$ cat src/rtl/pram_pkg.sv
`timescale 1ns / 1ps
// Shared types, codes and constants of the palette RAM block.
// No dependencies; used by every module of the block.

package pram_pkg;

   localparam int PALETTE_WORDS_DEFAULT = 32;
   localparam int COLOR_BITS            = 15;
   localparam int WORDS_PER_ROW         = 4;

   localparam logic [7:0] INDEX_MASK = 8'hBF;

   localparam logic [COLOR_BITS-1:0] GRAY_TABLE [WORDS_PER_ROW] =
      '{15'h7FFF, 15'h56B5, 15'h294A, 15'h0000};

   typedef enum logic [2:0] {
      FUNC_BG_INDEX  = 3'd0,
      FUNC_BG_DATA   = 3'd1,
      FUNC_OBJ_INDEX = 3'd2,
      FUNC_OBJ_DATA  = 3'd3,
      FUNC_BG_SHADE  = 3'd4,
      FUNC_OBJ_SHADE0 = 3'd5,
      FUNC_OBJ_SHADE1 = 3'd6,
      FUNC_LOOKUP    = 3'd7
   } func_type;

   typedef struct packed {
      func_type    func;
      logic [7:0]  data;
      logic        lookup_bank;
      logic [4:0]  lookup_entry;
   } req_type;

   typedef struct packed {
      logic [7:0]            bg_index_value;
      logic [7:0]            bg_data_value;
      logic [7:0]            obj_index_value;
      logic [7:0]            obj_data_value;
      logic [COLOR_BITS-1:0] color;
   } rsp_type;

   typedef logic [WORDS_PER_ROW-1:0][COLOR_BITS-1:0] row_type;

   function automatic row_type shade_row(input logic [7:0] shades);
      row_type r;
      for (int k = 0; k < WORDS_PER_ROW; k++) begin
         r[k] = GRAY_TABLE[shades[2*k +: 2]];
      end
      return r;
   endfunction

endpackage

$ cat src/rtl/pram_mem.sv
`timescale 1ns / 1ps
// Palette storage: rows of four colors for both banks, one write and one read port.
// Per-row valid flags make every row read as zero after reset. Uses pram_pkg.

module pram_mem #(
   parameter int ADDR_BITS = 4
) (
   input  logic                   clock,
   input  logic                   reset,
   input  logic                   rd_en,
   input  logic [ADDR_BITS-1:0]   rd_addr,
   output pram_pkg::row_type      rd_data,
   input  logic                   wr_en,
   input  logic [ADDR_BITS-1:0]   wr_addr,
   input  pram_pkg::row_type      wr_data
);

   localparam int DEPTH = 2 ** ADDR_BITS;

   pram_pkg::row_type mem [DEPTH];
   logic [DEPTH-1:0]  valid_ff;
   pram_pkg::row_type rd_q_ff;
   logic              rd_valid_ff;

   always_ff @(posedge clock) begin
      if (wr_en) begin
         mem[wr_addr] <= wr_data;
      end
      if (rd_en) begin
         rd_q_ff <= mem[rd_addr];
      end
   end

   always_ff @(posedge clock) begin
      if (reset) begin
         valid_ff    <= '0;
         rd_valid_ff <= 1'b0;
      end else begin
         if (wr_en) begin
            valid_ff[wr_addr] <= 1'b1;
         end
         if (rd_en) begin
            rd_valid_ff <= valid_ff[rd_addr];
         end
      end
   end

   assign rd_data = rd_valid_ff ? rd_q_ff : '0;

endmodule

$ cat src/rtl/pram_ctrl.sv
`timescale 1ns / 1ps
// Request sequencer: index and data registers, read-modify-write of palette rows,
// auto-increment refresh with forwarding, shade mapping and lookups. Uses pram_pkg.

module pram_ctrl #(
   parameter int PALETTE_WORDS = pram_pkg::PALETTE_WORDS_DEFAULT,
   parameter int ROW_BITS      = 3
) (
   input  logic                    clock,
   input  logic                    reset,
   input  logic                    cgb_mode,
   input  logic                    start,
   output logic                    busy,
   input  pram_pkg::req_type       req_data,
   output logic                    rsp_valid,
   output pram_pkg::rsp_type       rsp_data,
   output logic                    mem_rd_en,
   output logic [ROW_BITS:0]       mem_rd_addr,
   input  pram_pkg::row_type       mem_rd_data,
   output logic                    mem_wr_en,
   output logic [ROW_BITS:0]       mem_wr_addr,
   output pram_pkg::row_type       mem_wr_data
);

   localparam logic [5:0] WORD_LIMIT = 6'(PALETTE_WORDS);

   typedef enum logic [2:0] {
      ST_IDLE = 3'b001,
      ST_EXEC = 3'b010,
      ST_INC  = 3'b100
   } state_type;

   state_type                        state_ff, state_in;
   pram_pkg::req_type                req_ff, req_in;
   logic [4:0]                       word_ff, word_in;
   logic                             bank_ff, bank_in;
   logic                             fwd_ff, fwd_in;
   pram_pkg::row_type                fwd_row_ff, fwd_row_in;
   logic [7:0]                       bg_index_ff, bg_index_in;
   logic [7:0]                       bg_data_ff, bg_data_in;
   logic [7:0]                       obj_index_ff, obj_index_in;
   logic [7:0]                       obj_data_ff, obj_data_in;
   logic                             rsp_valid_ff, rsp_valid_in;
   logic [pram_pkg::COLOR_BITS-1:0]  color_ff, color_in;

   pram_pkg::row_type                src_row;
   pram_pkg::row_type                mod_row;
   logic [pram_pkg::COLOR_BITS-1:0]  word_val;
   logic [pram_pkg::COLOR_BITS-1:0]  new_word;
   logic                             word_in_range;
   logic [7:0]                       cur_idx;
   logic [7:0]                       next_idx;
   logic [7:0]                       hi_byte;
   logic [7:0]                       lo_byte;
   logic [4:0]                       acc_word;
   logic                             acc_bank;

   assign src_row       = (state_ff == ST_INC && fwd_ff) ? fwd_row_ff : mem_rd_data;
   assign word_in_range = {1'b0, word_ff} < WORD_LIMIT;
   assign word_val      = word_in_range ? src_row[word_ff[1:0]] : '0;
   assign hi_byte       = {1'b0, word_val[14:8]};
   assign lo_byte       = word_val[7:0];
   assign cur_idx       = bank_ff ? obj_index_ff : bg_index_ff;
   assign next_idx      = (cur_idx + 8'd1) & pram_pkg::INDEX_MASK;
   assign new_word      = cur_idx[0] ? {req_ff.data[6:0], word_val[7:0]}
                                     : {word_val[14:8], req_ff.data};

   always_comb begin
      mod_row                 = src_row;
      mod_row[word_ff[1:0]]   = new_word;
   end

   always_comb begin
      acc_word = 5'd0;
      acc_bank = 1'b0;
      unique case (req_data.func) inside
         pram_pkg::FUNC_BG_INDEX: begin
            acc_word = req_data.data[5:1];
         end
         pram_pkg::FUNC_OBJ_INDEX: begin
            acc_word = req_data.data[5:1];
            acc_bank = 1'b1;
         end
         pram_pkg::FUNC_BG_DATA: begin
            acc_word = bg_index_ff[5:1];
         end
         pram_pkg::FUNC_OBJ_DATA: begin
            acc_word = obj_index_ff[5:1];
            acc_bank = 1'b1;
         end
         pram_pkg::FUNC_BG_SHADE: begin
            acc_word = 5'd0;
         end
         pram_pkg::FUNC_OBJ_SHADE0: begin
            acc_bank = 1'b1;
         end
         pram_pkg::FUNC_OBJ_SHADE1: begin
            acc_word = 5'd4;
            acc_bank = 1'b1;
         end
         pram_pkg::FUNC_LOOKUP: begin
            acc_word = req_data.lookup_entry;
            acc_bank = req_data.lookup_bank;
         end
         default: begin
            acc_word = 5'd0;
         end
      endcase
   end

   always_comb begin
      state_in     = state_ff;
      req_in       = req_ff;
      word_in      = word_ff;
      bank_in      = bank_ff;
      fwd_in       = fwd_ff;
      fwd_row_in   = fwd_row_ff;
      bg_index_in  = bg_index_ff;
      bg_data_in   = bg_data_ff;
      obj_index_in = obj_index_ff;
      obj_data_in  = obj_data_ff;
      rsp_valid_in = 1'b0;
      color_in     = color_ff;
      mem_rd_en    = 1'b0;
      mem_rd_addr  = {acc_bank, ROW_BITS'(acc_word[4:2])};
      mem_wr_en    = 1'b0;
      mem_wr_addr  = {bank_ff, ROW_BITS'(word_ff[4:2])};
      mem_wr_data  = mod_row;

      unique case (state_ff)
         ST_IDLE: begin
            if (start) begin
               req_in    = req_data;
               word_in   = acc_word;
               bank_in   = acc_bank;
               mem_rd_en = 1'b1;
               state_in  = ST_EXEC;
            end
         end
         ST_EXEC: begin
            rsp_valid_in = 1'b1;
            color_in     = '0;
            state_in     = ST_IDLE;
            case (req_ff.func) inside
               pram_pkg::FUNC_BG_INDEX, pram_pkg::FUNC_OBJ_INDEX: begin
                  if (bank_ff) begin
                     obj_index_in = cgb_mode ? (req_ff.data & pram_pkg::INDEX_MASK)
                                             : req_ff.data;
                     if (cgb_mode) begin
                        obj_data_in = req_ff.data[0] ? hi_byte : lo_byte;
                     end
                  end else begin
                     bg_index_in = cgb_mode ? (req_ff.data & pram_pkg::INDEX_MASK)
                                            : req_ff.data;
                     if (cgb_mode) begin
                        bg_data_in = req_ff.data[0] ? hi_byte : lo_byte;
                     end
                  end
               end
               pram_pkg::FUNC_BG_DATA, pram_pkg::FUNC_OBJ_DATA: begin
                  if (bank_ff) begin
                     obj_data_in = req_ff.data;
                  end else begin
                     bg_data_in = req_ff.data;
                  end
                  if (cgb_mode) begin
                     mem_wr_en = word_in_range;
                     if (cur_idx[7]) begin
                        if (bank_ff) begin
                           obj_index_in = next_idx;
                        end else begin
                           bg_index_in = next_idx;
                        end
                        word_in      = next_idx[5:1];
                        mem_rd_en    = 1'b1;
                        mem_rd_addr  = {bank_ff, ROW_BITS'(next_idx[5:3])};
                        fwd_in       = next_idx[5:3] == word_ff[4:2];
                        fwd_row_in   = word_in_range ? mod_row : src_row;
                        rsp_valid_in = 1'b0;
                        state_in     = ST_INC;
                     end
                  end
               end
               pram_pkg::FUNC_BG_SHADE, pram_pkg::FUNC_OBJ_SHADE0,
               pram_pkg::FUNC_OBJ_SHADE1: begin
                  mem_wr_en   = !cgb_mode;
                  mem_wr_data = pram_pkg::shade_row(req_ff.data);
               end
               default: begin
                  color_in = word_val;
               end
            endcase
         end
         ST_INC: begin
            if (bank_ff) begin
               obj_data_in = cur_idx[0] ? hi_byte : lo_byte;
            end else begin
               bg_data_in = cur_idx[0] ? hi_byte : lo_byte;
            end
            color_in     = '0;
            rsp_valid_in = 1'b1;
            state_in     = ST_IDLE;
         end
         default: begin
            state_in = ST_IDLE;
         end
      endcase
   end

   always_ff @(posedge clock) begin
      if (reset) begin
         state_ff     <= ST_IDLE;
         bg_index_ff  <= '0;
         bg_data_ff   <= '0;
         obj_index_ff <= '0;
         obj_data_ff  <= '0;
         rsp_valid_ff <= 1'b0;
      end else begin
         state_ff     <= state_in;
         bg_index_ff  <= bg_index_in;
         bg_data_ff   <= bg_data_in;
         obj_index_ff <= obj_index_in;
         obj_data_ff  <= obj_data_in;
         rsp_valid_ff <= rsp_valid_in;
      end
   end

   always_ff @(posedge clock) begin
      req_ff     <= req_in;
      word_ff    <= word_in;
      bank_ff    <= bank_in;
      fwd_ff     <= fwd_in;
      fwd_row_ff <= fwd_row_in;
      color_ff   <= color_in;
   end

   assign busy      = state_ff != ST_IDLE;
   assign rsp_valid = rsp_valid_ff;

   always_comb begin
      rsp_data.bg_index_value  = bg_index_ff;
      rsp_data.bg_data_value   = bg_data_ff;
      rsp_data.obj_index_value = obj_index_ff;
      rsp_data.obj_data_value  = obj_data_ff;
      rsp_data.color           = color_ff;
   end

endmodule

$ cat src/rtl/palette_ram_index_autoinc.sv
`timescale 1ns / 1ps
// A response strobes as the request leaves the EXEC state, or the INC state for a data
// write that auto-increments. A new request is taken only while idle, once the last one
// has left the read-then-write pass of the row memory and its response has strobed.
// Reset clears the state, the index and data registers and the response strobe, and
// makes every palette color read as zero at once; the mode register resets to color
// mode. Responses cannot be stalled. Depends on pram_pkg, pram_mem and pram_ctrl.

module palette_ram_index_autoinc #(
   parameter int PALETTE_WORDS = pram_pkg::PALETTE_WORDS_DEFAULT
) (
   input  logic               clock,
   input  logic               reset,
   input  logic               start,
   output logic               busy,
   input  pram_pkg::req_type  req_data,
   output logic               rsp_valid,
   output pram_pkg::rsp_type  rsp_data,
   input  logic               csr_we,
   input  logic               csr_wdata
);

   localparam int ROWS      = (PALETTE_WORDS + pram_pkg::WORDS_PER_ROW - 1)
                              / pram_pkg::WORDS_PER_ROW;
   localparam int ROW_BITS  = $clog2(ROWS);
   localparam int ADDR_BITS = ROW_BITS + 1;

   logic                  cgb_mode_ff;
   logic                  mem_rd_en;
   logic [ADDR_BITS-1:0]  mem_rd_addr;
   pram_pkg::row_type     mem_rd_data;
   logic                  mem_wr_en;
   logic [ADDR_BITS-1:0]  mem_wr_addr;
   pram_pkg::row_type     mem_wr_data;

   always_ff @(posedge clock) begin
      if (reset) begin
         cgb_mode_ff <= 1'b1;
      end else if (csr_we) begin
         cgb_mode_ff <= csr_wdata;
      end
   end

   pram_ctrl #(
      .PALETTE_WORDS (PALETTE_WORDS),
      .ROW_BITS      (ROW_BITS)
   ) u_ctrl (
      .clock       (clock),
      .reset       (reset),
      .cgb_mode    (cgb_mode_ff),
      .start       (start),
      .busy        (busy),
      .req_data    (req_data),
      .rsp_valid   (rsp_valid),
      .rsp_data    (rsp_data),
      .mem_rd_en   (mem_rd_en),
      .mem_rd_addr (mem_rd_addr),
      .mem_rd_data (mem_rd_data),
      .mem_wr_en   (mem_wr_en),
      .mem_wr_addr (mem_wr_addr),
      .mem_wr_data (mem_wr_data)
   );

   pram_mem #(
      .ADDR_BITS (ADDR_BITS)
   ) u_mem (
      .clock   (clock),
      .reset   (reset),
      .rd_en   (mem_rd_en),
      .rd_addr (mem_rd_addr),
      .rd_data (mem_rd_data),
      .wr_en   (mem_wr_en),
      .wr_addr (mem_wr_addr),
      .wr_data (mem_wr_data)
   );

endmodule

$ cat config.mk
export PLATFORM = sky130hd
export DESIGN_NAME = palette_ram_index_autoinc
export DESIGN_NICKNAME = d
export VERILOG_FILES = /design/src/rtl/pram_pkg.sv /design/src/rtl/pram_mem.sv /design/src/rtl/pram_ctrl.sv /design/src/rtl/palette_ram_index_autoinc.sv
export SDC_FILE = /design/constraint.sdc
export NUM_CORES = 2
export LEC_CHECK = 0
export ABC_AREA = 1
export BUFFER_PORTS_ARGS = -buffer_cell sky130_fd_sc_hd__buf_4
export CORE_ASPECT_RATIO = 1.2
export CORE_UTILIZATION = 40
export CTS_BUF_LIST = sky130_fd_sc_hd__clkbuf_8
export DETAILED_ROUTE_END_ITERATION = 8
export GPL_ROUTABILITY_DRIVEN = 0
export GPL_TIMING_DRIVEN = 0
export MAX_ROUTING_LAYER = met4
export PLACE_DENSITY = 0.54
export SYNTH_ARGS = -nofsm -noshare
export SYNTH_HDL_FRONTEND = slang
export SYNTH_HIERARCHICAL = 1
export SYNTH_SLANG_ARGS = --single-unit
$ cat constraint.sdc
create_clock -name clock -period 8.6 [get_ports clock]
set_clock_uncertainty 0.15 [all_clocks]
set_input_delay 0.86 -clock clock [delete_from_list [all_inputs] [get_ports clock]]
set_output_delay 0.86 -clock clock [all_outputs]
set_load 0.02 [all_outputs]
## Word-level counts from Yosys, hierarchy flattened

Memories as Yosys holds them, arrays and structs flattened. A register that Yosys moved wholly into a read port is not among the register bits.
Cells that the tools add are included.

- Latch bits: 0
- Flip-flop bits (word level): 147
- Input port bits: 22
- Output and inout port bits: 49
- Logic and storage cells: 186
- Memory bits (read-only): 0
- Memories: 1
- Bits in writable memories: 960

Memories:

| memory | depth | width | read ports | clocked after memory_dff | wr ports | line | RTL |
|---|---|---|---|---|---|---|---|
| u_mem.mem | 16 | 60 | 1 | 1 | 1 | pram_mem.sv:20 | `pram_pkg::row_type mem [DEPTH];` |

- Eq/ne operators: 28
- Divide/modulo/power cells: 0
- Shifts and indexed selects: 0
- Multiply operators: 0
- Bitwise logic cells: 7
- Reductions and logical operators: 23
- Add/sub/neg operators: 1
- Multiplexer cells: 98
- Order comparisons: 9

Operators by type and width:

| kind | number |
|---|---|
| $mux W60 | 6 |
| $mux W15 | 14 |
| $mux W8 | 26 |
| $bmux W15 S2 | 5 |
| $bwmux W60 | 1 |
| $pmux W8 S2 | 2 |
| $demux W15 S2 | 1 |
| $pmux W15 S2 | 1 |
| $mux W5 | 5 |
| $pmux W5 S5 | 1 |
| $reduce_and A5 Y1 | 5 |
| $eq A3 B3 Y1 const B | 7 |
| $mux W4 | 5 |
| $mux W1 | 18 |
| $or A16 B16 Y16 | 1 |
| $eq A3 B2 Y1 const B | 5 |
| $mux W3 | 5 |
| $ge A3 B3 Y1 const B | 4 |
| $not A2 Y3 | 4 |
| $lt A4 B5 Y1 const B | 2 |
| $ne A2 B2 Y1 const B | 5 |
| $pmux W5 S2 | 1 |
| $reduce_bool A2 Y1 | 5 |
| $eq A3 B1 Y1 const B | 3 |
| other kinds (22) | 34 |

## Depth between registers and ports, before layout

- Depth in word-level cells: 11
- Depth in mapped cells: 21
- Gate-level depth less buffers: 19

## Modules after synthesis

Netlist, hierarchy kept.

Modules (own cells, without submodules):

| module | times used | area an instance (µm²) | cells an instance | seq. area each (µm²) |
|---|---|---|---|---|
| pram_mem | 1 | 40478.8 | 3064 | 30969.7 |
| pram_ctrl | 1 | 8574.5 | 1233 | 3513.4 |
| palette_ram_index_autoinc | 1 | 47.5 | 6 | 20.0 |

## Worst setup path after synthesis

OpenSTA, ideal clock, no wires.

- Kind: reg-to-reg
- Start point: reg u_ctrl.bank_ff
- End point: reg u_mem/rd_q_ff[0] (netlist bit), read port of u_mem.mem, enable pin
- Buffers on the path: 1
- Data required time: 7.960 ns
- Setup slack: 2.789 ns
- Arrival time: 5.171 ns
- Library setup time: 0.490 ns
- Stages on the path, launching flop included: 9
- Period minus slack after synthesis: 5.811 ns
- Cell sequence: edfxtp_1 buf_6 o21ai_1 inv_1 nor3_1 inv_1 nor2_2 inv_1 o21ai_1

- Elaborated cells between the ends (all ways): 12
- Those cells by class: add/sub (1); mux (11)

RTL lines:

| element | line | RTL |
|---|---|---|
| start: declaration | pram_ctrl.sv:36 | `logic bank_ff, bank_in;` |
| start signal: assignment | pram_ctrl.sv:231 | `bank_ff <= bank_in;` |
| $mux W8 | pram_ctrl.sv:63 | `assign cur_idx = bank_ff ? obj_index_ff : bg_index_ff;` |
| $mux W1 | pram_ctrl.sv:168 | `if (cur_idx[7]) begin` |
| $mux W1 | pram_ctrl.sv:166 | `if (cgb_mode) begin` |
| $mux W1 (2 in series) | pram_ctrl.sv:144 | `case (req_ff.func) inside` |
| $pmux W1 S2 | pram_ctrl.sv:130 | `unique case (state_ff)` |
| via mem_rd_en | palette_ram_index_autoinc.sv:29 | `logic mem_rd_en;` |
| end: declaration | pram_mem.sv:22 | `pram_pkg::row_type rd_q_ff;` |

The timed path passes the listed nets, and every way through them passes these cells.
A chain may end at the register's enable or synchronous reset.

## Worst setup path in the final report

- Start point: reg u_ctrl.bank_ff
- End point: reg u_mem/rd_q_ff[8] (netlist bit), read port of u_mem.mem, data pin

- Longest elaborated chain between the ends: 7
- Elaborated cells between the ends (all ways): 12
- Those cells by class: add/sub (1); mux (11)

RTL lines:

| element | line | RTL |
|---|---|---|
| $mux W8 (*) | pram_ctrl.sv:63 |  |
| $add A8 B1 Y8 | pram_ctrl.sv:64 | `assign next_idx = (cur_idx + 8'd1) & pram_pkg::INDEX_MASK;` |
| $mux W4 (*) | pram_ctrl.sv:168 |  |
| $mux W4 (*) | pram_ctrl.sv:166 |  |
| $mux W4 (*) (2 in series) | pram_ctrl.sv:144 |  |
| $mux W4 (*) | pram_ctrl.sv:130 |  |
| via mem_rd_addr[2] | palette_ram_index_autoinc.sv:30 | `logic [ADDR_BITS-1:0] mem_rd_addr;` |

Mark *: on every way through the listed nets, which the timed path passes. The rest lies on a longest branch.

==> reports/results.tsv <==
stage	metric	value	unit
grt	number of global-route vias before repair	34580	
sta	RSZ-0062 raised after global routing	false	
setup_path	Crit. End Element	register	
sta	shortest period the worst path allows	5.773	ns
finish	final design area excluding fillers	56300	sq um
clock_tree	# clock sinks	1167	
grt	largest net degree at the start of global routing	28	
logic_synthesis	async set-or-reset flop fraction in the synthesized netlist	0	%
drt	DRC errors left	0	
clock_tree	number of CTS-inserted buffers	181	
clock_tree	Clock Path Buffers	3	
power	power share of the sequential group	54.0	%
grt	global-route wire length before repair	252100	microns
clock_tree	CTS clock-pin slew for the worst setup and hold paths	0.06	ns
place	number of port buffers	70	
clock_tree	H-tree level count	4	
finish	fraction of final layout cells sized beyond drive strength 1	10.94	%
logic_synthesis	register area share after synthesis	70.27	%
floorplanning	Die X	321.8	microns
setup_path	kind of start point of the critical path	register	
floorplanning	Die Outline Area	124200	sq um
drt	routed wire length per instance	28.30	microns
drt	DRT iter0 DRCs	4621	
logic_synthesis	Yosys Warn Count	6	
floorplanning	Initial Util	40.39	%
power	overall power consumption	11.80	mW
finish	top library cells by usage in the layout, fill and taps aside	1,113 x sky130_fd_sc_hd__edfxtp_1, 766 x sky130_fd_sc_hd__nor2_1, 494 x sky130_fd_sc_hd__o21ai_0	
power	part of the total power dissipated in the clock network	36.4	%
place	pre-CTS setup slack	2.909	ns
setup_path	CP dominant cell by count	sky130_fd_sc_hd__inv_1	
power	cell internal pwr	8.648	mW
sta	highest attainable clock frequency	0.1732	GHz
floorplanning	placeable core region	121600	sq um
setup_path	worst path required time	9.07	ns
drt	highest metal layer with signal wires	met4	
drt	total wirelength of the detailed-routed design	181100	microns
setup_path	Crit path max-delay family	buffers and inverters	
logic_synthesis	summed instance area of the synthesized netlist	49100	sq um
clock_tree	clock tree from TritonCTS	yes	
logic_synthesis	EDFF count, synth	1113	
clock_tree	count of cells resized by post-cts repair	0	
sta	Final Cycle Share	67.13	%
grt	number of antenna violations at the first check in global routing	1	
drt	wire length on met1	70140	microns
sta	count of final hold-check violations	0	
setup_path	CP Cell Sequence	buf_6 > nand2_1 > o21ai_1 > inv_1 > nor3_1 > inv_1 > nor2_4 > buf_16 > o31ai_1 > inv_1 > buf_2 > clkbuf_1 > clkbuf_1 > o221ai_1 > nand3_1 > nand2_1	
finish	leading cell type in the layout, fill and taps excluded	sky130_fd_sc_hd__edfxtp_1	
status	result of the run	finished, final reports clean	
place	half-perimeter wire length after placement	124600	microns
power	proportion of power drawn by combinational gates	9.6	%
floorplanning	number of I/O pins	71	
finish	fill count	11340	
drt	DR WL met3	15830	microns
logic_synthesis	most used flip-flop cell after synthesis	sky130_fd_sc_hd__edfxtp_1	
drt	total iterations of the first detailed-routing run	6	
place	post-placement cell area	52940	sq um
finish	post-layout net count	4645	
drt	Detail Route met2 WL	84760	microns
setup_path	worst path bufs/invs	8	
floorplanning	height of the die	385.8	microns
finish	sequential standard cell area	34500	sq um
power	maximum VDD drop	155.5	uV
setup_path	category of the critical setup timing path	register to register	
sta	smallest setup slack after layout	2.827	ns
hold_path	kind of path behind the tightest hold check	input pin to register	
sta	sum of negative setup slack	0	ns
drt	routed vias/inst	5.709	
setup_path	cell at the slowest stage of the critical path	sky130_fd_sc_hd__clkbuf_1	
power	Sw Ratio	26.70	%
logic_synthesis	Yosys reg bits	1167	
logic_synthesis	instance count of the mapped netlist	4303	
sta	final setup violation count	0	
flow_run	count of maximum capacitance violations	0	
floorplanning	standard-cell rows	140	
grt	global-route total usage across every layer	29.82	%
logic_synthesis	Post-Synthesis Net Count	4326	
logic_synthesis	syn_area_per_cell	11.41	sq um
power	switching power summed over all nets	3.149	mW
power	leakage component of the power	20.54	nW
drt	total via count in the routed design	36530	
clock_tree	worst-skew pair later-pin latency	0.91	ns
sta	worst max-slew margin expressed relative to the limit	7.210	%
logic_synthesis	Unique masters post-synth	41	
finish	Layout Area Growth over Synthesis	14.65	%
sta	slew of the pin with the lowest slew margin	1.387	ns
sta	fin. max-slew vios	0	
setup_path	arrival time worst endpoint	6.24	ns
drt	final antenna-violating net count	0	
finish	total area of multi-input combinational cells	12210	sq um
setup_path	stage delay of the slowest cell on the critical path	0.96	ns
setup_path	Critical Path Fanout Max	21	
grt	GRT Residual Overflow	0	
clock_tree	Root Driver	sky130_fd_sc_hd__clkbuf_8	
power	power density over the cells	209.6	nW/um^2
## routing by layer
| metal | vias up | global-route usage (%) |
|---|---|---|
| li1 | 15950 | - |
| met1 | 18160 | 36.93 |
| met2 | 1977 | 47.10 |
| met3 | 450 | 5.126 |
| met4 | 0 | 15.15 |
| met5 | - | - |
## Yosys cell counts, types with 4 or more instances
cell type	count	share of area [%]
sky130_fd_sc_hd__buf_2	81	0.83
sky130_fd_sc_hd__o211ai_1	213	3.3
sky130_fd_sc_hd__inv_2	8	0.061
sky130_fd_sc_hd__nor2_2	18	0.23
sky130_fd_sc_hd__a21oi_1	40	0.41
sky130_fd_sc_hd__nand2_1	423	3.2
sky130_fd_sc_hd__nor2_1	782	6.0
sky130_fd_sc_hd__dfxtp_1	54	2.2
sky130_fd_sc_hd__nand2_2	4	0.051
sky130_fd_sc_hd__clkbuf_1	144	1.1
sky130_fd_sc_hd__nand3_1	339	3.5
sky130_fd_sc_hd__buf_1	12	0.092
sky130_fd_sc_hd__o21ai_0	494	5.0
sky130_fd_sc_hd__inv_1	306	2.3
sky130_fd_sc_hd__buf_6	13	0.30
sky130_fd_sc_hd__clkbuf_2	5	0.051
sky130_fd_sc_hd__buf_4	23	0.35
sky130_fd_sc_hd__nand4_1	58	0.74
sky130_fd_sc_hd__o22ai_1	5	0.064
sky130_fd_sc_hd__edfxtp_1	1113	68
sky130_fd_sc_hd__o21ai_1	105	1.1
sky130_fd_sc_hd__o221ai_1	27	0.48
sky130_fd_sc_hd__nor3_1	7	0.071
## power by group through the flow
stage,logic [mW],registers [mW],clock network [mW]
finish,1.13,6.37,4.29
global route,1.20,6.37,4.60
CTS,1.11,6.37,4.36
detailed placement,1.10,6.49,0
global placement,1.08,6.49,0
floorplan,0.587,6.47,0
## worst reg2reg max path, delay by kind of cell, from the launching register on
kind / cells / cell delay [ns]
buffers and inverters: 8 / 2.90
AND/OR/NAND/NOR: 5 / 1.18
flip-flops: 1 / 0.54
AO/OA/AOI/OAI: 3 / 0.73
## final cells by class
class                   instances  share of cell area [%]
plain buffers                 278                   2.376
well taps                    1633                   3.629
inverters                     316                   2.107
clock buffers                 185                   4.523
diodes                          4                 0.01778
clock inverters               138                   1.196
multi-input cells            2542                   21.69
repair buffers                136                   3.169
flip-flops and latches       1167                   61.29
## final timing paths
kind                                         start            endpoint  slack, ns  cells past startpoint
worst max register to register      u_ctrl/bank_ff    u_mem/rd_q_ff[8]       2.83                     16
worst max-delay path                u_ctrl/bank_ff    u_mem/rd_q_ff[8]       2.83                     16
worst min register to register  u_mem/valid_ff[12]  u_mem/valid_ff[12]       0.32                      2
worst min-delay path                        csr_we         cgb_mode_ff       0.08                      4
## stage by stage
stage	hold WS [ns]	util, %	cells
6_report	0.08477	46.31	6399
5_1_grt	0.05883	46.30	6396
4_1_cts	0.01468	46.30	6395
3_5_place_dp	0.3094	43.55	6059
3_3_place_gp	0.3013	42.50	6006
2_1_floorplan	0.2902	-	4303
## repair_timing
| action | 4_1_cts | 5_1_grt |
|---|---|---|
| endpoints found under the hold margin | 12 | 0 |
| hold buffers | 13 | 0 |
| buffers inserted | 0 | 0 |
## kinds of logic (layout without fill, tap and decap cells)
family	count (synthesis)	in the layout	synth area share (%)
XOR/XNOR	6	6	0.1223
other	0	4	0
AND/OR/NAND/NOR	1639	1639	13.92
buffers and inverters	594	1053	5.135
AO/OA/AOI/OAI	895	895	10.51
multiplexers	1	1	0.02039
adder cells (fa/ha/maj)	1	1	0.02548
flip-flops	1167	1167	70.27
## flip-flops by register name, summed over array words and instances, names as in the netlist
register             count
u_ctrl/state_ff          3
u_mem/rd_q_ff           60
u_ctrl/fwd_ff            1
u_ctrl/bank_ff           1
u_ctrl/word_ff           5
u_ctrl/req_ff           11
u_ctrl/color_ff         15
u_ctrl/fwd_row_ff       60
u_ctrl/bg_data_ff        8
u_mem/valid_ff          16
cgb_mode_ff              1
u_ctrl/rsp_valid         1
u_ctrl/obj_data_ff       8
u_ctrl/bg_index_ff       8
u_mem/mem              960
u_ctrl/obj_index_ff      8
u_mem/rd_valid_ff        1
No activity file was read; power rests on OpenSTA's default activity.
